File: src/design/image_2x_midpoint_upsampler_unit_defines.svh
// assertion macros used by the upsampler rtl
`ifndef IMAGE_2X_MIDPOINT_UPSAMPLER_UNIT_DEFINES_SVH
`define IMAGE_2X_MIDPOINT_UPSAMPLER_UNIT_DEFINES_SVH

// property checked at every rising clock edge, off while reset is low
`define I2XU_ASSERT(label, prop, msg) \
  label: assert property (@(posedge clk) disable iff (!rst_n) (prop)) else $error(msg);

// consequent checked in the cycle after the antecedent
`define I2XU_ASSERT_NEXT(label, ante, cons, msg) \
  label: assert property (@(posedge clk) disable iff (!rst_n) (ante) |=> (cons)) \
    else $error(msg);

`endif

File: src/design/i2xu_pkg.sv
// types and constants shared by the upsampler modules
`default_nettype none
package i2xu_pkg;

  localparam int PIX_W   = 16;
  localparam int CFG_W   = 13;
  localparam int ROW_W   = 12;
  localparam int COORD_W = 13;

  // size limits of the image registers
  localparam logic [CFG_W-1:0] SIZE_LO  = 13'd2;
  localparam logic [CFG_W-1:0] ROWS_HI  = 13'd4096;
  localparam int               CFG_MAX  = 8191;

  // configuration register indexes
  localparam logic [0:0] REG_IMAGE_ROWS = 1'b0;
  localparam logic [0:0] REG_IMAGE_COLS = 1'b1;

  // bit positions of the result kinds in the pending mask, in emit order
  localparam int KIND_COPY   = 0;
  localparam int KIND_VERT   = 1;
  localparam int KIND_HORIZ  = 2;
  localparam int KIND_CENTRE = 3;
  localparam int KIND_N      = 4;

  // accepted pixel with its input position
  typedef struct packed {
    logic [PIX_W-1:0]   pixel;
    logic [ROW_W-1:0]   row;
    logic [COORD_W-1:0] col;
    logic               done;
  } pix_info_t;

  // one output sample
  typedef struct packed {
    logic [COORD_W-1:0] row;
    logic [COORD_W-1:0] col;
    logic [PIX_W-1:0]   value;
    logic               run_last;
    logic               image_done;
  } result_t;

endpackage
`default_nettype wire

File: src/design/i2xu_ctrl.sv
// image size registers, raster position counters and line buffer read address
`default_nettype none
module i2xu_ctrl
  import i2xu_pkg::*;
#(
  parameter int MAX_COLS = 4096,
  parameter int ADDR_W   = 12
) (
  input  wire logic              clk,
  input  wire logic              rst_n,
  input  wire logic              cfg_we,
  input  wire logic [0:0]        cfg_addr,
  input  wire logic [CFG_W-1:0]  cfg_wdata,
  input  wire logic              accept,
  input  wire logic [PIX_W-1:0]  pixel,
  output pix_info_t              info,
  output logic      [ADDR_W-1:0] rd_addr
);

  localparam int               COL_HI_I = (MAX_COLS > CFG_MAX) ? CFG_MAX : MAX_COLS;
  localparam logic [CFG_W-1:0] COL_HI   = CFG_W'(COL_HI_I);

  logic [CFG_W-1:0]   rows_cfg_r, rows_cfg_nxt;
  logic [CFG_W-1:0]   cols_cfg_r, cols_cfg_nxt;
  logic [ROW_W-1:0]   row_r, row_nxt;
  logic [COORD_W-1:0] col_r, col_nxt;
  logic [CFG_W-1:0]   rows_eff, cols_eff;
  logic               last_row, last_col;

  // clamp the sizes into their legal ranges
  always_comb begin
    if (rows_cfg_r < SIZE_LO) begin
      rows_eff = SIZE_LO;
    end else if (rows_cfg_r > ROWS_HI) begin
      rows_eff = ROWS_HI;
    end else begin
      rows_eff = rows_cfg_r;
    end
    if (cols_cfg_r < SIZE_LO) begin
      cols_eff = SIZE_LO;
    end else if (cols_cfg_r > COL_HI) begin
      cols_eff = COL_HI;
    end else begin
      cols_eff = cols_cfg_r;
    end
  end

  assign last_row = ({1'b0, row_r} == (rows_eff - 13'd1));
  assign last_col = (col_r == (cols_eff - 13'd1));

  // next position, config writes restart the image
  always_comb begin
    rows_cfg_nxt = rows_cfg_r;
    cols_cfg_nxt = cols_cfg_r;
    row_nxt      = row_r;
    col_nxt      = col_r;
    if (cfg_we) begin
      case (cfg_addr)
        REG_IMAGE_ROWS: rows_cfg_nxt = cfg_wdata;
        REG_IMAGE_COLS: cols_cfg_nxt = cfg_wdata;
        default:        ;
      endcase
      row_nxt = '0;
      col_nxt = '0;
    end else if (accept) begin
      if (last_col) begin
        col_nxt = '0;
        row_nxt = last_row ? '0 : row_r + 12'd1;
      end else begin
        col_nxt = col_r + 13'd1;
      end
    end
  end

  always_ff @(posedge clk) begin
    if (!rst_n) begin
      rows_cfg_r <= SIZE_LO;
      cols_cfg_r <= SIZE_LO;
      row_r      <= '0;
      col_r      <= '0;
    end else begin
      rows_cfg_r <= rows_cfg_nxt;
      cols_cfg_r <= cols_cfg_nxt;
      row_r      <= row_nxt;
      col_r      <= col_nxt;
    end
  end

  // current pixel with its position
  assign info.pixel = pixel;
  assign info.row   = row_r;
  assign info.col   = col_r;
  assign info.done  = last_row && last_col;
  assign rd_addr    = ADDR_W'(col_r);

endmodule
`default_nettype wire

File: config.mk
export PLATFORM = sky130hd
export DESIGN_NAME = i2xu_ctrl
export DESIGN_NICKNAME = d
export VERILOG_FILES = /design/src/design/image_2x_midpoint_upsampler_unit_defines.svh /design/src/design/i2xu_pkg.sv /design/src/design/i2xu_ctrl.sv
export SDC_FILE = /design/constraint.sdc
export NUM_CORES = 1
export LEC_CHECK = 0
export ABC_AREA = 1
export BUFFER_PORTS_ARGS = -buffer_cell sky130_fd_sc_hd__buf_2
export CAP_MARGIN = 10
export CORE_ASPECT_RATIO = 1.25
export CORE_MARGIN = 2
export CORE_UTILIZATION = 50
export DETAILED_ROUTE_END_ITERATION = 10
export PLACE_DENSITY = 0.74
export SLEW_MARGIN = 10
export SYNTH_ARGS = -nofsm -noshare
export SYNTH_HDL_FRONTEND = slang
export SYNTH_SLANG_ARGS = --single-unit
File: constraint.sdc
create_clock -name clk -period 2.85 [get_ports clk]
set_input_delay 0.285 -clock clk [delete_from_list [all_inputs] [get_ports clk]]
set_output_delay 0.285 -clock clk [all_outputs]
set_load 0.05 [all_outputs]
==> results of run 1 <==
==> how the worst max path moves through the flow <==
stage | cells after the start | to
finish | 16 | info[0]
global route | 18 | info[0]
CTS | 18 | info[0]
detailed placement | 15 | info[0]
global placement | 15 | info[0]
floorplan | 16 | info[0]
==> per-stage QoR <==
stage | instances | instance area (um^2)
after floorplan | 696 | 4110
after detailed placement | 850 | 4550
final | 873 | 5010
after global routing | 873 | 5010
after global placement | 850 | 4550
after CTS | 872 | 4840
==> power groups by stage <==
stage	registers, uW	logic, uW	clock network [uW]
2_1_floorplan	779	447	0
3_3_place_gp	766	561	0
3_5_place_dp	767	568	0
4_1_cts	751	615	475
5_1_grt	758	749	503
6_report	755	672	472
==> worst max-delay path, cell delays in order (launching register included) <==
cell     delay, ps
dfxtp_2        340
nor2_2         120
nand2_1         90
nor2_2         140
nand2_1         90
nand2_2         90
buf_6          170
nand2_1        100
buf_4          160
xnor3_1        330
nand2_2         90
nor2_2         110
nand4_1         80
nor2_1         120
nand3_2        130
nor3_4         220
buf_6          190
==> cell families after synthesis <==
kind of cell / Yosys count / share of synthesized area, %
xor gates and xnor gates: 15 / 3.54
AOI/OAI and AO/OA: 66 / 8.61
DFF: 51 / 24.9
adders and majority gates: 4 / 1.22
and+or+nand+nor: 436 / 46.7
buffers and inverters: 124 / 15.0
==> state kept, by name, indices dropped and copies added, names as in the netlist <==
name	cells
col_r	13
cols_cfg_r	13
row_r	12
rows_cfg_r	13
==> placed cells by master (no fill, tap or decap), types with 3 or more instances in the layout <==
master,synthesis,routed
dfxtp_2,0,9
o21ai_1,7,7
dfxtp_1,51,42
buf_6,5,4
nor2_1,100,88
buf_2,3,54
and2_1,3,4
a21oi_2,0,3
xor2_1,8,8
nor2_4,0,9
nand2_1,209,192
o41ai_1,4,4
nand2_2,3,19
buf_4,29,59
nand3_1,68,64
nand3_2,7,11
nand4_1,13,13
nor3_1,10,7
nor2_2,7,10
o21ai_0,33,33
clkbuf_8,0,6
nand3b_1,3,3
inv_1,67,65
inv_2,11,13
a21oi_1,20,17
nor3_2,2,4
xnor2_1,6,5
==> area by class of cell <==
type                            count  area share (%)
Timing Repair Buffer              118            15.5
Clock inverter                      2           0.325
Tap cell                           95            2.37
Sequential cell                    51            20.6
Inverter                           80            6.00
Multi-Input combinational cell    521            53.5
Clock buffer                        6            1.65
==> metal layers <==
layer	global-route usage, %	vias up	wire length, um
li1	-	2345	-
met1	29.9	2164	4790
met2	51.2	130	6360
met3	2.82	50	424
met4	11.6	0	474
met5	0	-	0
==> timing repair <==
| item | CTS | global route |
|---|---|---|
| hold buffers | 0 | 0 |
| buffers inserted | 14 | 5 |
| pin swaps | 22 | 31 |
| setup endpoints to repair | 3 | 25 |
| gates resized for setup | 26 | 48 |
==> metrics.yaml, run 1 <==
worst_hold_path:
  min_path_type: "in2reg"
  hp-start: "cfg_wdata[2]"
  whs_path_depth: 3
  whs_endpoint: "rows_cfg_r[2]$_SDFFE_PN0P_"
final_layout:
  antennaDiodeCount: 0
  nets: 815
  area_growth_pct: 22.1
  ff_latch_area_um2: 1030
  final_util_pct: 63.5
  nFillCells: 758
  multi_input_area_um2: 2680
  drive_gt1_share_pct: 27.9
route:
  vias: 4689
  via_per_inst: 5.37
  dr.pass1.iters: 5
  ant_nets: 0
  drt_iter0_markers: 229
  routed_wl_um: 12000
  drc_errors: 0
  wire_per_inst_um: 13.8
floorplan:
  row_count: 36
  fp.dieH_um: 105
  ios: 88
  die_x_um: 85.0
  die_area_um2: 8950
  initial_core_util_pct: 52.0
  coreArea_um2: 7880
job:
  maxCapViolCount: 0
synthesis:
  ys_seq_area_share_pct: 24.9
  syn-num-nets: 734
  syn-instance-count: 696
  ys_ff_latch: 51
  synth_most_common_cell: "nand2_1"
  synth_commonest_cells: "nand2_1 (209), nor2_1 (100), nand3_1 (68)"
  synth_top_area_share_pct: 24.9
  yosys-top-cells-area: "dfxtp_1 (25%), nand2_1 (19%), nor2_1 (9.2%)"
  synthFlopType: "dfxtp_1"
  synth.distinct_cells: 37
  synth-edff-count: 0
  ys_async_sr_fraction_pct: 0
  yosys.area.top_type: "dfxtp_1"
  syn_avg_cell_area_um2: 5.89
  synth_warnings: 0
  netlist_area_um2: 4100
clock_tree:
  ctsRootBufferMaster: "clkbuf_8"
  cts_tree: "built"
  cts_max_level: 2
  cts_buffers: 5
  clkSlewWorstSetupHoldPaths_ps: 100
  insertion_delay_ps: 320
  clockBufferDepth: 2
  cts_sinks: 51
timing:
  hold_viol: 0
  fin_setup_tns_ps: -304
  period_needed_ps: 3150
  max_slew_margin_pct: 47.1
  setup_violations: 1
  whs_ps: 217
  drv_slew: 0
  worst_pin_slew_ps: 783
  rsz0062_at_grt: "yes"
  final.period_utilization_pct: 111
  finalClockSkew_ps: 8.48
  max_clock_freq_mhz: 317
  setup_slack_ps: -304
pwr:
  power.leakage_uw: 0.00248
  p_clk_share_pct: 24.9
  power_frac_seq_pct: 39.7
  combPwrFrac_pct: 35.4
  power_uw: 1900
  vdd_drop_max_mv: 0.275
  p_per_area_nw_per_um2: 379
  switching_share_pct: 36.8
  switching_power_uw: 699
  p_int_uw: 1200
setup_path:
  path_class: "reg2out"
  crit_start: "rows_cfg_r[6]$_SDFFE_PN0P_"
  r2r_slack_ps: 120
  critPathMaxFanout: 20
  crit_path_end_kind: "output port"
  timing.rr.start: "rows_cfg_r[6]$_SDFFE_PN0P_"
  arrival_ps: 2870
  worstPathRequired_ps: 2570
  regToRegEndpoint: "row_r[8]$_SDFFE_PP0P_"
  cp-start-kind: "flip-flop"
  worst-r2r-cell-count: 21
placement:
  pre_cts_ws_ps: -103
  place_hpwl_um: 9010
  gp_congestion: 0.921
  port_buffers: 55
run_status:
  status: "finished with violations"
  violations: "setup timing"
global_route:
  grt_pass1_vias: 4447
  grt_overflow_total: 0
  grt_max_degree: 28
  antenna_found_initial: 0
  grt_pass1_wl_um: 19900
  grtUsageTotal_pct: 27.1
Note: power is estimated with default switching activity, not from simulation.
==> run 2: changes to the inputs <==
CTS_BUF_LIST = sky130_fd_sc_hd__clkbuf_4   (was default)
==> run 2 against run 1 <==
  * The flow still finishes with violations (setup timing)
  * Worst hold slack lost 81 ps
  * Power is 6.2% lower
  * Via count is 0.49% lower
  * Sequential power about the same
  * Clock power shrank 25%
  * Wire length decreased by 0.30%
  * Highest routed layer unchanged
==> metrics.yaml, run 2 (synthesis gave the netlist of run 1 again) <==
run_status:
  status: "finished with violations"
  violations: "setup timing"
setup_path:
  cp-start-kind: "flip-flop"
  worst-r2r-cell-count: 21
  crit_end: "info[0]"
  critPathMaxFanout: 2
  crit_start: "rows_cfg_r[6]$_SDFFE_PN0P_"
  crit_path_end_kind: "output port"
  arrival_ps: 2940
  worstPathRequired_ps: 2570
  slowest_stage: "dfxtp_2"
  worst_path_largest_cell_delay_ps: 360
  r2r_slack_ps: 150
  timing.rr.start: "rows_cfg_r[6]$_SDFFE_PN0P_"
  crit_top_cell: "nand2_2"
  regToRegEndpoint: "row_r[9]$_SDFFE_PP0P_"
  critical-path-top-delay-family: "simple AND/OR/NAND/NOR gates"
  path_class: "reg2out"
  crit_buf_inv: 3
  cp_cell_sequence: "nor2_2 > nand2_1 > nor2_2 > nand2_1 > nand2_2 > nand2_2 > nand2_2 > inv_2 > ha_4 > buf_4 > xnor3_2 > nand2_2 > nor2_2 > nand4_1 > nor2_1 > nand3_2 > nor3_4 > buf_6"
  cp_num_cells: 18
timing:
  period_needed_ps: 3220
  max_slew_margin_pct: 48.0
  drv_slew: 0
  final.period_utilization_pct: 113
  hold_viol: 0
  setup_slack_ps: -372
  whs_ps: 135
  setup_violations: 1
  finalClockSkew_ps: 20.7
  worst_pin_slew_ps: 770
  fin_setup_tns_ps: -372
  rsz0062_at_grt: "yes"
  max_clock_freq_mhz: 310
pwr:
  power_frac_seq_pct: 42.5
  power.leakage_uw: 0.00246
  p_clk_share_pct: 19.8
  switching_share_pct: 38.3
  power_uw: 1780
  combPwrFrac_pct: 37.7
  p_per_area_nw_per_um2: 357
  p_int_uw: 1100
  vdd_drop_max_mv: 0.251
  switching_power_uw: 682
route:
  drt_iter0_markers: 231
  wire_per_inst_um: 13.7
  vias: 4666
  via_per_inst: 5.34
  dr.pass1.iters: 7
  routed_wl_um: 12000
  ant_nets: 0
  drc_errors: 0
global_route:
  antenna_found_initial: 0
  grt_pass1_vias: 4416
  grt_overflow_total: 0
  grtUsageTotal_pct: 27.0
  grt_pass1_wl_um: 19800
  grt_max_degree: 28
clock_tree:
  cts_tree: "built"
  cts_sinks: 51
  insertion_delay_ps: 400
  cts_max_level: 2
  cts_buffers: 5
  clkSlewWorstSetupHoldPaths_ps: 160
  ctsRootBufferMaster: "clkbuf_4"
  cts_hold_repair.buffers: 0
  clockBufferDepth: 2
job:
  maxCapViolCount: 0
placement:
  port_buffers: 55
  gp_congestion: 0.921
  dp_cells: 850
  place_hpwl_um: 9010
  pre_cts_ws_ps: -103
floorplan:
  die_area_um2: 8950
  ios: 88
  die_x_um: 85.0
  row_count: 36
  initial_core_util_pct: 52.0
  coreArea_um2: 7880
  fp.dieH_um: 105
final_layout:
  nets: 816
  drive_gt1_share_pct: 29.1
  antennaDiodeCount: 0
  fin_cells: 874
  final_common_cell: "nand2_1"
  area_growth_pct: 21.7
  reg.largest.list: "col_r: 13 flops, cols_cfg_r: 13 flops, rows_cfg_r: 13 flops"
  final_cell_mix: "nand2_1 (189), nor2_1 (88), inv_1 (65), nand3_1 (63), buf_4 (59)"
worst_hold_path:
  min_path_type: "in2reg"
  whs_path_depth: 3
run 2: final cells by class:
class | count | area (um^2)
clock inverter | 3 | 20.0
fill | 764 | 2890
sequential | 51 | 1040
timing repair buffer | 119 | 783
tap | 95 | 119
clock buffer | 5 | 37.5
multi-input combinational | 521 | 2690
inverter | 80 | 300
run 2: worst min-delay path by stage:
| stage | endpoint | slack, ps | start |
|---|---|---|---|
| after floorplan | cols_cfg_r[1]$_SDFFE_PN1P_ | 400 | cfg_wdata[1] |
| after global placement | cols_cfg_r[11]$_SDFFE_PN0P_ | 490 | cols_cfg_r[11]$_SDFFE_PN0P_ |
| after detailed placement | cols_cfg_r[11]$_SDFFE_PN0P_ | 500 | cols_cfg_r[11]$_SDFFE_PN0P_ |
| after CTS | cols_cfg_r[1]$_SDFFE_PN1P_ | 120 | cfg_wdata[1] |
| after global routing | cols_cfg_r[1]$_SDFFE_PN1P_ | 120 | cfg_wdata[1] |
| final | cols_cfg_r[1]$_SDFFE_PN1P_ | 140 | cfg_wdata[1] |
run 2: worst register-to-register path: stages (launching register included):
cell     delay [ps]
dfxtp_2         360
nor2_2          110
nand2_1          70
nor2_2          130
nand2_1          90
nand2_2          80
nand2_2          70
nand2_2          70
inv_2            50
ha_4            150
buf_4           130
xnor3_2         330
nand2_2          70
nor2_2          100
buf_4           110
buf_4            80
buf_4            90
nand4_1          70
nor2_1          250
nor2_1           70
nand2_1          60
a21oi_1          60
run 2: per-layer routing:
| layer | up-vias | routed length [um] | share of wire [%] | GRT usage, % |
|---|---|---|---|---|
| li1 | 2347 | - | - | - |
| met1 | 2152 | 4790 | 40 | 29.9 |
| met2 | 124 | 6300 | 52 | 50.7 |
| met3 | 43 | 438 | 3.6 | 3.05 |
| met4 | 0 | 482 | 4.0 | 11.6 |
| met5 | - | 0 | 0 | 0 |
run 2: metrics by stage:
| step | util [%] | area, um^2 |
|---|---|---|
| after global routing | 63.3 | 4990 |
| after detailed placement | 57.7 | 4550 |
| after floorplan | - | 4110 |
| final | 63.3 | 4990 |
| after global placement | 57.7 | 4550 |
| after CTS | 60.9 | 4800 |
run 2: power by group through the flow:
stage               Combinational (uW)  Clock, uW  Sequential, uW
floorplan                          447          0             779
global placement                   561          0             766
detailed placement                 568          0             767
CTS                                614        359             753
global route                       751        386             761
finish                             672        352             758
run 2: repair_timing:
item,in CTS,in global routing
cloned,0,1
endpoints found under the setup margin,5,25
pin swaps,21,32
buffers inserted,14,7
resized for setup,26,58
==> run 3: changes to the inputs <==
CELL_PAD_IN_SITES_DETAIL_PLACEMENT = 1   (was default)
CELL_PAD_IN_SITES_GLOBAL_PLACEMENT = 1   (was default)
CORE_UTILIZATION = 38   (was 50)
PLACE_DENSITY = default   (was 0.74)
PLACE_DENSITY_LB_ADDON = 0.1   (was default)
==> run 3 against run 2 <==
  * The flow still finishes with violations (setup timing)
  * Critical path depth increased by 1
  * Global-route usage down 2.5 points
  * Maximum frequency increased by 3.2%
  * Via count up 2.5%
  * Worst hold slack got worse by 24 ps
  * Non-clock buffer count increased by 12
  * Utilization fell by 14 points
  * Sequential power about the same
  * First-iteration DRC count is 47% lower
  * Clock skew is 2.4 ps lower
  * Combinational power up 3.9%
==> metrics.yaml, run 3 (synthesis gave the netlist of run 1 again) <==
final_layout:
  nets: 829
  final_cell_mix: "nand2_1 (190), nor2_1 (88), inv_1 (66), buf_4 (66), nand3_1 (60)"
  fin_area_um2: 5160
  fin_cells: 925
  nFillCells: 1517
  ff_latch_area_um2: 1030
  drive_gt1_share_pct: 29.4
  final_common_cell: "nand2_1"
  reg.largest.list: "col_r: 13 flops, cols_cfg_r: 13 flops, rows_cfg_r: 13 flops"
  multi_input_area_um2: 2700
  area_growth_pct: 25.8
timing:
  whs_ps: 111
  period_needed_ps: 3120
  max_clock_freq_mhz: 320
  worst_pin_slew_ps: 815
  drv_slew: 0
  setup_violations: 20
  final.period_utilization_pct: 110
  finalClockSkew_ps: 18.3
  hold_viol: 0
  max_slew_margin_pct: 44.9
  setup_slack_ps: -271
  rsz0062_at_grt: "yes"
placement:
  pre_cts_ws_ps: -132
  dpl-instance-area_um2: 4690
  dp_cells: 898
  port_buffers: 55
  gp_congestion: 0.900
  place_hpwl_um: 11400
global_route:
  grtUsageTotal_pct: 24.5
  grt_pass1_vias: 4910
  grt_overflow_total: 0
  antenna_found_initial: 1
  grt_pass1_wl_um: 23300
  grt_max_degree: 28
setup_path:
  critical-path-top-delay-family: "simple AND/OR/NAND/NOR gates"
  worstPathRequired_ps: 2570
  slowest_stage: "dfxtp_2"
  cp_cell_sequence: "or2_4 > nor2_2 > nand2_2 > nand2_4 > nand2_2 > nand2_2 > inv_2 > ha_4 > buf_4 > inv_1 > nand2_1 > nand2_1 > nand2_1 > nand2_2 > nand3_2 > nor2_2 > nand3_2 > nor3_4 > buf_6"
  crit_buf_inv: 4
  path_class: "reg2out"
  worst_path_largest_cell_delay_ps: 360
  crit_path_end_kind: "output port"
  crit_top_cell: "nand2_2"
  cp-start-kind: "flip-flop"
  arrival_ps: 2840
  critPathMaxFanout: 6
route:
  drt_iter0_markers: 122
  wire_per_inst_um: 15.6
  via_per_inst: 5.17
  dr.pass1.iters: 4
  routed_wl_um: 14400
  ant_nets: 0
  vias: 4781
  drc_errors: 0
clock_tree:
  cts_sinks: 51
  cts_hold_repair.buffers: 0
  clkSlewWorstSetupHoldPaths_ps: 190
  ctsRootBufferMaster: "clkbuf_4"
  cts_max_level: 2
  cts_buffers: 5
  insertion_delay_ps: 420
  clockBufferDepth: 2
  cts_tree: "built"
floorplan:
  die_area_um2: 11600
  row_count: 42
  die_x_um: 96.9
  initial_core_util_pct: 38.8
  fp.dieH_um: 120
  ios: 88
  coreArea_um2: 10600
run_status:
  status: "finished with violations"
  violations: "setup timing"
job:
  maxCapViolCount: 0
worst_hold_path:
  min_path_type: "in2reg"
pwr:
  power.leakage_uw: 0.00255
  vdd_drop_max_mv: 0.170
  p_per_area_nw_per_um2: 356
[run 3: what timing repair did]
action,CTS,global route
endpoints found under the setup margin,24,25
cloned,0,1
pin swaps,16,7
setup buffers,15,4
gates resized for setup,46,31
[run 3: power by group]
| part | internal, uW | leakage [uW] | switching (uW) |
|---|---|---|---|
| clock network | 103 | 0.0000322 | 279 |
| logic | 274 | 0.00210 | 424 |
| registers | 740 | 0.000418 | 15.2 |
[run 3: area by class of cell]
cell class	instances	area share [%]
clock buffer	5	0.728
antenna	1	0.0485
clock inverter	3	0.485
sequential	51	19.9
tap	132	3.20
multi-input combinational	522	52.4
timing repair buffer	131	17.4
inverter	80	5.82
[run 3: per-layer routing]
metal	global-route usage [%]	share of wire, %	wire, um	up-vias
met5	0	0	0	-
met4	10.3	3.3	469	0
met3	2.62	2.2	323	32
met2	47.3	54	7840	81
met1	26.9	40	5780	2292
li1	-	-	-	2376
[run 3: path summary, 6_finish.rpt]
check | from | depth (start not counted) | slack, ps | to
hold reg to reg | cols_cfg_r[11]$_SDFFE_PN0P_ | 2 | 530 | cols_cfg_r[11]$_SDFFE_PN0P_
hold / removal | cfg_wdata[1] | 3 | 110 | cols_cfg_r[1]$_SDFFE_PN1P_
setup / recovery | cols_cfg_r[9]$_SDFFE_PN0P_ | 19 | -270 | info[0]
setup reg to reg | rows_cfg_r[3]$_SDFFE_PN0P_ | 25 | -130 | row_r[0]$_SDFFE_PP0P_
[run 3: worst register-to-register path, stage by stage (launching register included)]
cell and delay [ps]:
dfxtp_2 350, nor2_1 100, nand2_1 80, nor2_2 120, nand2_1 70, nand2_2 70
nand2_1 80, nand2_2 80, inv_1 60, ha_2 260, xnor2_1 130, nor3_2 140
buf_4 140, buf_4 90, buf_4 90, buf_4 90, buf_4 90, buf_4 90
nand3_1 80, nor2_1 90, nand3_1 90, nor2_2 200, buf_4 140, o21ai_1 70
nand2_1 80, inv_1 40
[run 3: metrics by stage]
stage / util (%) / TNS [ps] / total power, uW
after global placement: 44.4 / -425 / 1360
final: 48.8 / -1490 / 1830
after global routing: 48.8 / -6950 / 1960
after detailed placement: 44.4 / -1340 / 1380
after CTS: 47.4 / -485 / 1820
after floorplan: - / 0 / 1230
