--- src/design/image_2x_midpoint_upsampler_unit_defines.svh ---
// assertion macros used by the upsampler rtl
`ifndef IMAGE_2X_MIDPOINT_UPSAMPLER_UNIT_DEFINES_SVH
`define IMAGE_2X_MIDPOINT_UPSAMPLER_UNIT_DEFINES_SVH

// property checked at every rising clock edge, off while reset is low
`define I2XU_ASSERT(label, prop, msg) \
  label: assert property (@(posedge clk) disable iff (!rst_n) (prop)) else $error(msg);

// consequent checked in the cycle after the antecedent
`define I2XU_ASSERT_NEXT(label, ante, cons, msg) \
  label: assert property (@(posedge clk) disable iff (!rst_n) (ante) |=> (cons)) \
    else $error(msg);

`endif

--- src/design/i2xu_pkg.sv ---
// types and constants shared by the upsampler modules
`default_nettype none
package i2xu_pkg;

  localparam int PIX_W   = 16;
  localparam int CFG_W   = 13;
  localparam int ROW_W   = 12;
  localparam int COORD_W = 13;

  // size limits of the image registers
  localparam logic [CFG_W-1:0] SIZE_LO  = 13'd2;
  localparam logic [CFG_W-1:0] ROWS_HI  = 13'd4096;
  localparam int               CFG_MAX  = 8191;

  // configuration register indexes
  localparam logic [0:0] REG_IMAGE_ROWS = 1'b0;
  localparam logic [0:0] REG_IMAGE_COLS = 1'b1;

  // bit positions of the result kinds in the pending mask, in emit order
  localparam int KIND_COPY   = 0;
  localparam int KIND_VERT   = 1;
  localparam int KIND_HORIZ  = 2;
  localparam int KIND_CENTRE = 3;
  localparam int KIND_N      = 4;

  // accepted pixel with its input position
  typedef struct packed {
    logic [PIX_W-1:0]   pixel;
    logic [ROW_W-1:0]   row;
    logic [COORD_W-1:0] col;
    logic               done;
  } pix_info_t;

  // one output sample
  typedef struct packed {
    logic [COORD_W-1:0] row;
    logic [COORD_W-1:0] col;
    logic [PIX_W-1:0]   value;
    logic               run_last;
    logic               image_done;
  } result_t;

endpackage
`default_nettype wire

--- src/design/i2xu_emit.sv ---
// pixel stage: line buffer write-back, sample arithmetic and output register
`default_nettype none
`include "image_2x_midpoint_upsampler_unit_defines.svh"
module i2xu_emit
  import i2xu_pkg::*;
#(
  parameter int ADDR_W = 12
) (
  input  wire logic              clk,
  input  wire logic              rst_n,
  input  wire logic              accept,
  input  pix_info_t              info,
  input  wire logic [ADDR_W-1:0] rd_addr,
  input  wire logic [PIX_W-1:0]  up_data,
  output logic                   ready,
  output logic                   wr_en,
  output logic      [ADDR_W-1:0] wr_addr,
  output logic      [PIX_W-1:0]  wr_data,
  output logic                   res_valid,
  input  wire logic              res_ready,
  output result_t                res
);

  pix_info_t         info_r;
  logic [KIND_N-1:0] mask_r, mask_nxt;
  logic              busy_r, busy_nxt;
  logic              first_r;
  logic [PIX_W-1:0]  left_r, ul_r;
  logic              ovalid_r, ovalid_nxt;
  result_t           oreg_r;

  logic [KIND_N-1:0]  sel, rem;
  logic               issue, last;
  logic [COORD_W-1:0] row2, col2;
  logic [PIX_W:0]     sum_v, sum_h;
  logic [PIX_W+1:0]   sum_c;
  result_t            cur;

  // lowest pending kind goes next
  assign sel   = mask_r & (~mask_r + 4'd1);
  assign rem   = mask_r & ~sel;
  assign last  = (rem == '0);
  assign issue = busy_r && (!ovalid_r || res_ready);
  assign ready = !busy_r || (issue && last);

  // line buffer write-back in the pixel's first cycle
  assign wr_en   = first_r;
  assign wr_addr = ADDR_W'(info_r.col);
  assign wr_data = info_r.pixel;

  // sample arithmetic
  assign row2  = {info_r.row, 1'b0};
  assign col2  = {info_r.col[COORD_W-2:0], 1'b0};
  assign sum_v = {1'b0, up_data} + {1'b0, info_r.pixel};
  assign sum_h = {1'b0, left_r} + {1'b0, info_r.pixel};
  assign sum_c = {2'b00, ul_r} + {2'b00, up_data} + {2'b00, left_r} + {2'b00, info_r.pixel};

  always_comb begin
    cur.row        = row2;
    cur.col        = col2;
    cur.value      = info_r.pixel;
    cur.run_last   = last;
    cur.image_done = last && info_r.done;
    if (sel[KIND_VERT]) begin
      cur.row   = row2 - 13'd1;
      cur.value = sum_v[PIX_W:1];
    end else if (sel[KIND_HORIZ]) begin
      cur.col   = col2 - 13'd1;
      cur.value = sum_h[PIX_W:1];
    end else if (sel[KIND_CENTRE]) begin
      cur.row   = row2 - 13'd1;
      cur.col   = col2 - 13'd1;
      cur.value = sum_c[PIX_W+1:2];
    end
  end

  // pending mask and busy flag
  always_comb begin
    mask_nxt   = mask_r;
    busy_nxt   = busy_r;
    ovalid_nxt = ovalid_r;
    if (issue) begin
      mask_nxt   = rem;
      ovalid_nxt = 1'b1;
      if (last) begin
        busy_nxt = 1'b0;
      end
    end else if (res_ready) begin
      ovalid_nxt = 1'b0;
    end
    if (accept) begin
      busy_nxt                = 1'b1;
      mask_nxt                = '0;
      mask_nxt[KIND_COPY]     = 1'b1;
      mask_nxt[KIND_VERT]     = (info.row != '0);
      mask_nxt[KIND_HORIZ]    = (info.col != '0);
      mask_nxt[KIND_CENTRE]   = (info.row != '0) && (info.col != '0);
    end
  end

  always_ff @(posedge clk) begin
    if (!rst_n) begin
      mask_r   <= '0;
      busy_r   <= 1'b0;
      first_r  <= 1'b0;
      ovalid_r <= 1'b0;
    end else begin
      mask_r   <= mask_nxt;
      busy_r   <= busy_nxt;
      first_r  <= accept;
      ovalid_r <= ovalid_nxt;
    end
  end

  // payload registers
  always_ff @(posedge clk) begin
    if (accept) begin
      info_r <= info;
    end
    if (issue) begin
      oreg_r <= cur;
    end
    if (issue && last) begin
      left_r <= info_r.pixel;
      ul_r   <= up_data;
    end
  end

  assign res_valid = ovalid_r;
  assign res       = oreg_r;

  `I2XU_ASSERT(a_mask_live, busy_r |-> (mask_r != '0), "busy pixel has no pending result")
  `I2XU_ASSERT_NEXT(a_load, accept, busy_r && first_r && mask_r[KIND_COPY],
                    "accepted pixel not loaded with its copy pending")
  `I2XU_ASSERT(a_rw_apart, (wr_en && accept) |-> (wr_addr != rd_addr),
               "line buffer read and write hit the same entry")
  `I2XU_ASSERT(a_done_last, (ovalid_r && oreg_r.image_done) |-> oreg_r.run_last,
               "image end flagged on a result that is not the pixel's last")

endmodule
`default_nettype wire

--- config.mk ---
export PLATFORM = sky130hd
export DESIGN_NAME = i2xu_emit
export DESIGN_NICKNAME = d
export VERILOG_FILES = /design/src/design/i2xu_pkg.sv /design/src/design/i2xu_emit.sv
export VERILOG_INCLUDE_DIRS = /design/src /design/src/design
export SDC_FILE = /design/constraint.sdc
export NUM_CORES = 1
export LEC_CHECK = 0
export BUFFER_PORTS_ARGS = -buffer_cell sky130_fd_sc_hd__buf_4
export CORE_MARGIN = 4
export CORE_UTILIZATION = 30
export CTS_CLUSTER_DIAMETER = 50
export DETAILED_ROUTE_END_ITERATION = 10
export PLACE_DENSITY = 0.46
export SYNTH_ARGS = -nofsm -noshare
export SYNTH_HDL_FRONTEND = slang
export SYNTH_SLANG_ARGS = --single-unit
--- constraint.sdc ---
create_clock -name clk -period 4.7 [get_ports clk]
set_input_delay 0.47 -clock clk [delete_from_list [all_inputs] [get_ports clk]]
set_output_delay 0.47 -clock clk [all_outputs]
set_load 0.005 [all_outputs]
==> results_dict.tcl, run 1 <==
set metrics [dict create \
    synth_compound_gate_area_share_pct 15.4 \
    num-nets-final 1023 \
    ant_nets 0 \
    insertion_delay_ns 0.43 \
    fmax_ghz 0.260 \
    fp-row-count 60 \
    grt_pass1_vias 6051 \
    drt_iter0_drc 362 \
    gr-total-overflow 0 \
    place.gp.congestion 0.822 \
    synth_area_um2 8170 \
    grt_max_degree 48 \
    detail_route.wirelength_mm 21.9 \
    vias 5865 \
    io_pins 149 \
    yosys_warnings 0 \
    slew_viol_final 0 \
    drt-pass1-iter-count 5 \
    muxShareOfSynthArea_pct 0.123 \
    htree_levels 4 \
    rsz0062_at_grt "no" \
    ys.flop_type "edfxtp_1" \
    core_um2 26900 \
    synth_top_family_by_area "adder cells" \
    ctsHoldBuffers 0 \
    cts_tree "done" \
    grt_pass1_wl_mm 34.8 \
    post-route-period-util_pct 81.9 \
    synth_nets 901 \
    area_delta_synth_final_pct 22.1 \
    avgViaCountPerCell 4.80 \
    cp.arrival_ns 4.00 \
    initial_core_util_pct 30.4 \
    finalSetupTns_ns 0 \
    ys_async_sr_fraction_pct 0 \
    tightest_slew_ns 0.915 \
    die_h_um 173 \
    multiInputGateArea_um2 3840 \
    hold_viol 0 \
    synthCells 745 \
    path_clk_slew_ns 0.06 \
    p_leak_nw 4.24 \
    synth_fa_ha_area_share_pct 15.8 \
    cp-start-kind "register" \
    setup_violations 0 \
    port_buffers 136 \
    syn_area_per_cell_um2 11.0 \
    yosys_register_bits 124 \
    yosysUniqueCellTypes 72 \
    max-vdd-ir-drop_mv 0.164 \
    routedWlPerCell_um 17.9 \
    drive_gt1_share_pct 22.6 \
    fillers 2699 \
    stdcell_area_um2 9970 \
    maxCapViolCount 0 \
    skew_ns 0.0153 \
    clock_path_buffers 2 \
    yosysSeqAreaShare_pct 44.7 \
    clock_sinks 124 \
    placed_cell_area_um2 9390 \
    synthXorXnorAreaFrac_pct 5.47 \
    diodes 0 \
    status "complete, no violations" \
    drcViolationCount 0 \
    cp.required_ns 4.85 \
    power-per-cell-area_nw_per_um2 397 \
    hold_path.class "primary input to register" \
    antenna_found_initial 0 \
    relSlewSlack_pct 38.2 \
    worstSetupPathType "register to register" \
    root_buffer "clkbuf_16" \
    post-dp-hpwl_mm 16.7 \
    regArea_um2 3650 \
    die_width_um 173 \
    die_area_um2 29900 \
    cts_buffers 17 \
    post_cts_resized 0 \
    synth_simple_gate_area_share_pct 10.2 \
    grt_usage_pct 14.9 \
    cts_setup_buffers 0 \
    period_needed_ns 3.85 \
    synth_edf_count 117 \
    crit_path_end_kind "register" \
    worstPathMaxFanout 6 \
]
[flip-flops by register name (all words and copies together), names as in the netlist, 4 cells and up]
name     flops
wr_addr     12
info_r      13
ul_r        16
mask_r       4
wr_data     16
left_r      16
res         44
[synth_stat cells, types with 11 or more instances]
| cell type | instances | area share, % |
|---|---|---|
| o21a_1 | 11 | 1.0 |
| inv_1 | 108 | 5.0 |
| edfxtp_1 | 117 | 43 |
| a21oi_1 | 38 | 2.3 |
| nor3_1 | 15 | 0.92 |
| nor2_1 | 38 | 1.7 |
| xor2_1 | 24 | 2.6 |
| fa_1 | 34 | 8.3 |
| xnor2_1 | 27 | 2.9 |
| ha_1 | 48 | 7.4 |
| nand2_1 | 38 | 1.7 |
| o21ai_0 | 29 | 1.8 |
| buf_4 | 29 | 2.7 |
[per-layer routing]
layer | up-vias | global-route usage [%] | share of wire (%)
met2 | 114 | 25.7 | 50
met3 | 9 | 2.82 | 3.4
met5 | - | 0 | 0
met4 | 0 | 3.69 | 0.81
li1 | 2890 | - | -
met1 | 2852 | 19.4 | 46
[stage by stage]
| stage | setup WS [ns] | hold slack (ns) | util [%] | std cells | power [mW] |
|---|---|---|---|---|---|
| 6_report | 0.852 | 0.219 | 37.1 | 1221 | 3.96 |
| 5_1_grt | 0.585 | 0.192 | 37.1 | 1221 | 4.23 |
| 4_1_cts | 0.822 | 0.192 | 37.1 | 1221 | 4.02 |
| 3_5_place_dp | 0.669 | 0.463 | 35.0 | 1189 | 2.67 |
| 3_3_place_gp | 0.709 | 0.465 | 35.0 | 1189 | 2.67 |
| 2_1_floorplan | 1.14 | 0.449 | - | 745 | 2.28 |
[area by class of cell]
type	count	area share, %
Multi-Input combinational cell	473	38.5
Clock inverter	15	1.56
Tap cell	341	4.28
Inverter	109	4.10
Clock buffer	17	4.26
Sequential cell	124	36.6
Timing Repair Buffer	142	10.7
[logic make-up (layout without fill, tap and decap cells)]
| family | Yosys count | after routing |
|---|---|---|
| buffers and inverters | 148 | 283 |
| AOI/OAI and AO/OA | 178 | 178 |
| muxes | 1 | 1 |
| adders and majority gates | 83 | 83 |
| DFF | 124 | 124 |
| and+or+nand+nor | 160 | 160 |
| xor gates and xnor gates | 51 | 51 |
[final timing paths]
check                    end       start  slack, ns  cells past startpoint
setup reg to reg     res[17]  wr_data[8]       0.85                     12
hold / removal    wr_data[9]    info[35]       0.22                      1
setup / recovery     res[17]  wr_data[8]       0.85                     12
hold reg to reg    res_valid      busy_r       0.47                      2
[power breakdown]
group / switching (mW) / internal (mW)
Sequential: 0.0631 / 1.32
Clock: 0.571 / 0.748
Combinational: 0.706 / 0.554
Total: 1.34 / 2.62
[placed cells by master, fill, tap and decap left out, drive strengths merged, types with 4 or more instances in the layout]
master / instances
a21oi: 39
xor2: 24
a2111oi: 4
nor2b: 10
o31ai: 6
ha: 48
buf: 142
a21o: 12
o211a: 4
xnor2: 27
edfxtp: 117
nand2: 38
o211ai: 6
and3: 4
a21boi: 5
o21ai: 31
a221oi: 9
or3: 8
o22ai: 5
inv: 114
nand2b: 4
nor4: 11
nor2: 38
a211oi: 12
a31oi: 7
or2: 4
nor3: 17
clkbuf: 17
nand3: 9
fa: 34
and2: 6
o21a: 11
dfxtp: 7
a22oi: 5
clkinv: 8
[worst max-delay path: stages, from the launching register on]
cell and delay (ns):
edfxtp_1 0.50, inv_1 0.12, fa_1 0.44, fa_1 0.51, inv_1 0.04, ha_1 0.37
a21o_1 0.21, a221o_1 0.36, a31oi_2 0.23, a21oi_2 0.13, or3b_1 0.38, a211oi_2 0.18
o31ai_1 0.10
Note: power is estimated with default switching activity, not from simulation.
==> run 2: changes to the inputs <==
==> constraint.sdc (replaced) <==
create_clock -name clk -period 4 [get_ports clk]
set_input_delay 0.4 -clock clk [delete_from_list [all_inputs] [get_ports clk]]
set_output_delay 0.4 -clock clk [all_outputs]
set_load 0.005 [all_outputs]
==> run 2 against run 1 <==
Effect of this change:
- via count increased by 0.87%
- first-iteration DRC count increased by 0.83%
- non-clock buffer count increased by 15
- global-route usage decreased by 0.15 points
- maximum frequency increased by 2.0%
- critical endpoint unchanged
==> results_dict.tcl, run 2 (synthesis results as in run 1) <==
set metrics [dict create \
    drcViolationCount 0 \
    place.gp.congestion 0.795 \
    p_comb_share_pct 32.8 \
    setup_violations 0 \
    antenna_found_initial 0 \
    routedWlPerCell_um 17.5 \
    diodes 0 \
    crit_path_end_kind "register" \
    post_cts_resized 0 \
    cts_buffers 17 \
    drt-pass1-iter-count 5 \
    crit_family "adder cells" \
    fmax_ghz 0.265 \
    seq_power_share_pct 34.7 \
    vias 5916 \
    htree_levels 4 \
    final_common_cell "buf_4" \
    layout_common_cells "buf_4 (157), edfxtp_1 (117), inv_1 (107)" \
    place_ws_ns 0.143 \
    p_switching_mw 1.59 \
    port_buffers 136 \
    num-nets-final 1038 \
    path_cells "inv_1 > fa_1 > fa_1 > inv_1 > ha_1 > and3_4 > a221o_1 > a31oi_2 > a21oi_2 > or3b_1 > a211oi_2 > o31ai_1" \
    largest_reg_flops 44 \
    rsz0062_at_grt "no" \
    root_buffer "clkbuf_16" \
    placed_cell_area_um2 9510 \
    insertion_delay_ns 0.43 \
    die_area_um2 29900 \
    relSlewSlack_pct 40.5 \
    area_delta_synth_final_pct 23.4 \
    post-dp-hpwl_mm 16.9 \
    hold_ws_ns 0.145 \
    p_int_mw 3.05 \
    detail_route.wirelength_mm 21.7 \
    grt_pass1_wl_mm 34.5 \
    dp.cells 1204 \
    ant_nets 0 \
    finalWorstSetupSlack_ns 0.229 \
    fp-row-count 60 \
    die_width_um 173 \
    maxCapViolCount 0 \
    cts_setup_buffers 0 \
    critPathBufInv 2 \
    stdcell_area_um2 10100 \
    max-vdd-ir-drop_mv 0.236 \
    status "complete, no violations" \
    p_leak_nw 4.30 \
    gr-total-overflow 0 \
    worstSetupPathType "register to register" \
    die_h_um 173 \
    switching_share_pct 34.3 \
    finalSetupTns_ns 0 \
    grt_usage_pct 14.7 \
    cp.required_ns 4.16 \
    avgViaCountPerCell 4.79 \
    grt_pass1_vias 6009 \
    cp.arrival_ns 3.93 \
    hold_path.class "primary input to register" \
    grt_max_degree 48 \
    core_um2 26900 \
    hold_viol 0 \
    worstPathMaxFanout 5 \
    period_needed_ns 3.77 \
    initial_core_util_pct 30.4 \
    tightest_slew_ns 0.881 \
    skew_ns 0.0140 \
    slowest_stage "fa_1" \
    path_clk_slew_ns 0.06 \
    drive_gt1_share_pct 23.9 \
    cp-start-kind "register" \
    io_pins 149 \
    drt_iter0_drc 365 \
    power-per-cell-area_nw_per_um2 460 \
    cp_slowest_stage_delay_ns 0.52 \
    slew_viol_final 0 \
    pwr-share-clk_pct 32.5 \
    stdcell_count 1236 \
    post-route-period-util_pct 94.3 \
    cts_tree "done" \
    ctsHoldBuffers 0 \
    clock_path_buffers 2 \
    clock_sinks 124 \
]
==> run 2: worst reg2reg max path, cell delays in order, from the launching register on <==
cell,delay (ns)
edfxtp_1,0.40
inv_1,0.15
fa_1,0.48
fa_1,0.52
inv_1,0.04
ha_1,0.36
and3_4,0.21
a221o_1,0.32
a31oi_2,0.24
a21oi_2,0.13
or3b_1,0.38
a211oi_2,0.18
o31ai_1,0.09
==> run 2: layout make-up <==
type	count	area, um^2
clock buffer	17	425
clock inverter	15	145
fill	2724	16800
inverter	109	409
multi-input combinational	473	3840
sequential	124	3650
tap	341	427
timing repair buffer	157	1180
==> run 2: path summary, 6_finish.rpt <==
check / startpoint / to / slack (ns) / cells after the start
setup / recovery: wr_data[9] / res[17] / 0.23 / 12
hold / removal: info[39] / wr_data[13] / 0.15 / 1
setup reg to reg: wr_data[9] / res[17] / 0.23 / 12
hold reg to reg: busy_r / res_valid / 0.48 / 2
==> run 2: power by group through the flow <==
stage / clock, mW / combinational [mW] / sequential [mW]
4_1_cts: 1.55 / 1.53 / 1.61
6_report: 1.51 / 1.52 / 1.61
3_3_place_gp: 0 / 1.53 / 1.64
5_1_grt: 1.61 / 1.70 / 1.62
3_5_place_dp: 0 / 1.52 / 1.64
2_1_floorplan: 0 / 1.05 / 1.63
==> run 2: routing by layer <==
layer | wire length, um | GRT usage (%) | vias to the layer above
met3 | 884 | 2.60 | 17
li1 | - | - | 2919
met5 | 0 | 0 | -
met4 | 273 | 4.06 | 0
met1 | 9830 | 19.7 | 2841
met2 | 10700 | 24.7 | 139
==> run 2: metrics by stage <==
| step | util, % | total power [mW] |
|---|---|---|
| 2_1_floorplan | - | 2.68 |
| 3_3_place_gp | 35.4 | 3.17 |
| 3_5_place_dp | 35.4 | 3.16 |
| 4_1_cts | 37.5 | 4.70 |
| 5_1_grt | 37.5 | 4.93 |
| 6_report | 37.5 | 4.64 |
==> run 3: changes to the inputs <==
--- a/config.mk
+++ b/config.mk
@@ -6,12 +6,12 @@
 export SDC_FILE = /design/constraint.sdc
 export NUM_CORES = 1
 export LEC_CHECK = 0
-export BUFFER_PORTS_ARGS = -buffer_cell sky130_fd_sc_hd__buf_4
 export CORE_MARGIN = 4
-export CORE_UTILIZATION = 30
+export CORE_UTILIZATION = 55
 export CTS_CLUSTER_DIAMETER = 50
 export DETAILED_ROUTE_END_ITERATION = 10
-export PLACE_DENSITY = 0.46
+export DONT_BUFFER_PORTS = 1
+export PLACE_DENSITY = 0.68
 export SYNTH_ARGS = -nofsm -noshare
 export SYNTH_HDL_FRONTEND = slang
 export SYNTH_SLANG_ARGS = --single-unit
==> run 3 against run 2 <==
Effect of this change:
- first-iteration DRC count rose by 25%
- sequential cell count did not move
- maximum frequency about the same
- combinational power is 11% lower
- die area fell by 44%
- via count fell by 5.9%
- sequential share of layout area up 4.9 points
- clock power is essentially flat
- count of clock-buffer cells in the layout increased by 3
- design area is 12% lower
- largest power group unchanged
==> results_dict.tcl, run 3 (synthesis results as in run 1) <==
set metrics [dict create \
    reg2reg_depth 12 \
    maxCapViolCount 0 \
    period_needed_ns 3.77 \
    relSlewSlack_pct 47.1 \
    drcViolationCount 0 \
    worstPathMaxFanout 5 \
    hold_path_end "wr_data[7]" \
    initial_core_util_pct 56.2 \
    skew_ns 0.0102 \
    num-nets-final 900 \
    r2r-end "res[17]" \
    area_delta_synth_final_pct 8.59 \
    post-route-period-util_pct 94.3 \
    stdcell_count 942 \
    max-vdd-ir-drop_mv 0.304 \
    htree_levels 4 \
    crit_path_end_kind "register" \
    slew_viol_final 0 \
    grt_busiest_layer "met2" \
    grt_use_met1_pct 29.8 \
    setup_violations 0 \
    tightest_slew_ns 0.784 \
    post-dp-hpwl_mm 14.6 \
    cp-start-kind "register" \
    drive_gt1_share_pct 9.91 \
    worstSetupPathType "register to register" \
    port_buffers 0 \
    vias 5565 \
    grt_pass1_vias 5519 \
    clock_sinks 124 \
    grt_max_degree 48 \
    root_buffer "clkbuf_16" \
    routedWlPerCell_um 20.5 \
    die_width_um 130 \
    place.gp.congestion 0.871 \
    detail_route.wirelength_mm 19.3 \
    core_um2 14500 \
    io_pins 149 \
    grt_pass1_wl_mm 29.7 \
    largest_reg_flops 44 \
    ant_nets 0 \
    hold_path.class "primary input to register" \
    power-per-cell-area_nw_per_um2 510 \
    grt_usage_pct 23.2 \
    use_met3_pct 6.67 \
    cts_buffers 17 \
    fillers 1182 \
    fmax_ghz 0.265 \
    die_area_um2 16900 \
    path_clk_slew_ns 0.06 \
    holdPathStages 0 \
    clock_path_buffers 2 \
    reg2reg_from "left_r[8]" \
    cp.arrival_ns 3.93 \
    dp.cells 909 \
    rsz0062_at_grt "no" \
    drt_iter0_drc 455 \
    cp.required_ns 4.16 \
    final_common_cell "edfxtp_1" \
    fp-row-count 44 \
    ctsHoldBuffers 0 \
    finalSetupTns_ns 0 \
    die_h_um 130 \
    gr-total-overflow 0 \
    antenna_found_initial 0 \
    layout_common_cells "edfxtp_1 (117), inv_1 (107), ha_1 (48)" \
    post_cts_resized 0 \
    p_leak_nw 3.66 \
    insertion_delay_ns 0.43 \
    status "complete, no violations" \
    gr-usage-met2_pct 38.7 \
    min-delay-start "info[33]" \
    ff2ff_setup_slack_ns 0.23 \
    cts_setup_buffers 0 \
    avgViaCountPerCell 5.91 \
    cts_tree "done" \
    hold_viol 0 \
    drt-pass1-iter-count 5 \
]
## run 3: through the flow
step	worst slack, ns	hold slack, ns	area [um^2]	power, mW	utilization (%)
global route	0.105	0.0489	8870	4.76	61.0
CTS	0.248	0.0527	8870	4.54	61.0
detailed placement	0.271	0.476	8270	2.98	56.9
floorplan	0.475	0.449	8170	2.68	-
global placement	0.282	0.463	8270	2.95	56.9
finish	0.227	0.0657	8870	4.52	61.0
## run 3: worst max-delay path: stages, from the launching register on
cell      delay, ns
edfxtp_1       0.42
inv_1          0.09
fa_1           0.44
fa_1           0.51
inv_1          0.05
ha_1           0.36
a21o_1         0.21
a221o_1        0.36
a31oi_2        0.25
a21oi_2        0.14
or3b_1         0.38
a211oi_2       0.20
o31ai_1        0.09
## run 3: how the worst max path moves through the flow
stage | from | to | slack (ns)
global route | left_r[6] | res[17] | 0.10
CTS | left_r[8] | res[17] | 0.25
floorplan | wr_data[7] | res[17] | 0.47
detailed placement | up_data[8] | res[17] | 0.27
global placement | up_data[8] | res[17] | 0.28
finish | left_r[8] | res[17] | 0.23
## run 3: routing by layer
layer / vias to the layer above / part of all wire (%)
met1: 2726 / 42
met5: - / 0
met3: 24 / 6.2
met2: 168 / 50
met4: 0 / 1.3
li1: 2647 / -
## run 3: cell type report
type,count,area (um^2),share of cell area (%)
clock inverters,12,138,1.55
diodes,1,2.50,0.0282
multi-input cells,473,3840,43.3
repair buffers,19,143,1.61
well taps,184,230,2.60
clock buffers,20,457,5.15
flip-flops and latches,124,3650,41.2
inverters,109,409,4.61
## run 3: power breakdown
part | total, mW | switching [mW] | internal (mW)
registers | 1.63 | 0.0738 | 1.55
logic | 1.35 | 0.787 | 0.564
clock network | 1.54 | 0.588 | 0.954
total | 4.52 | 1.45 | 3.07
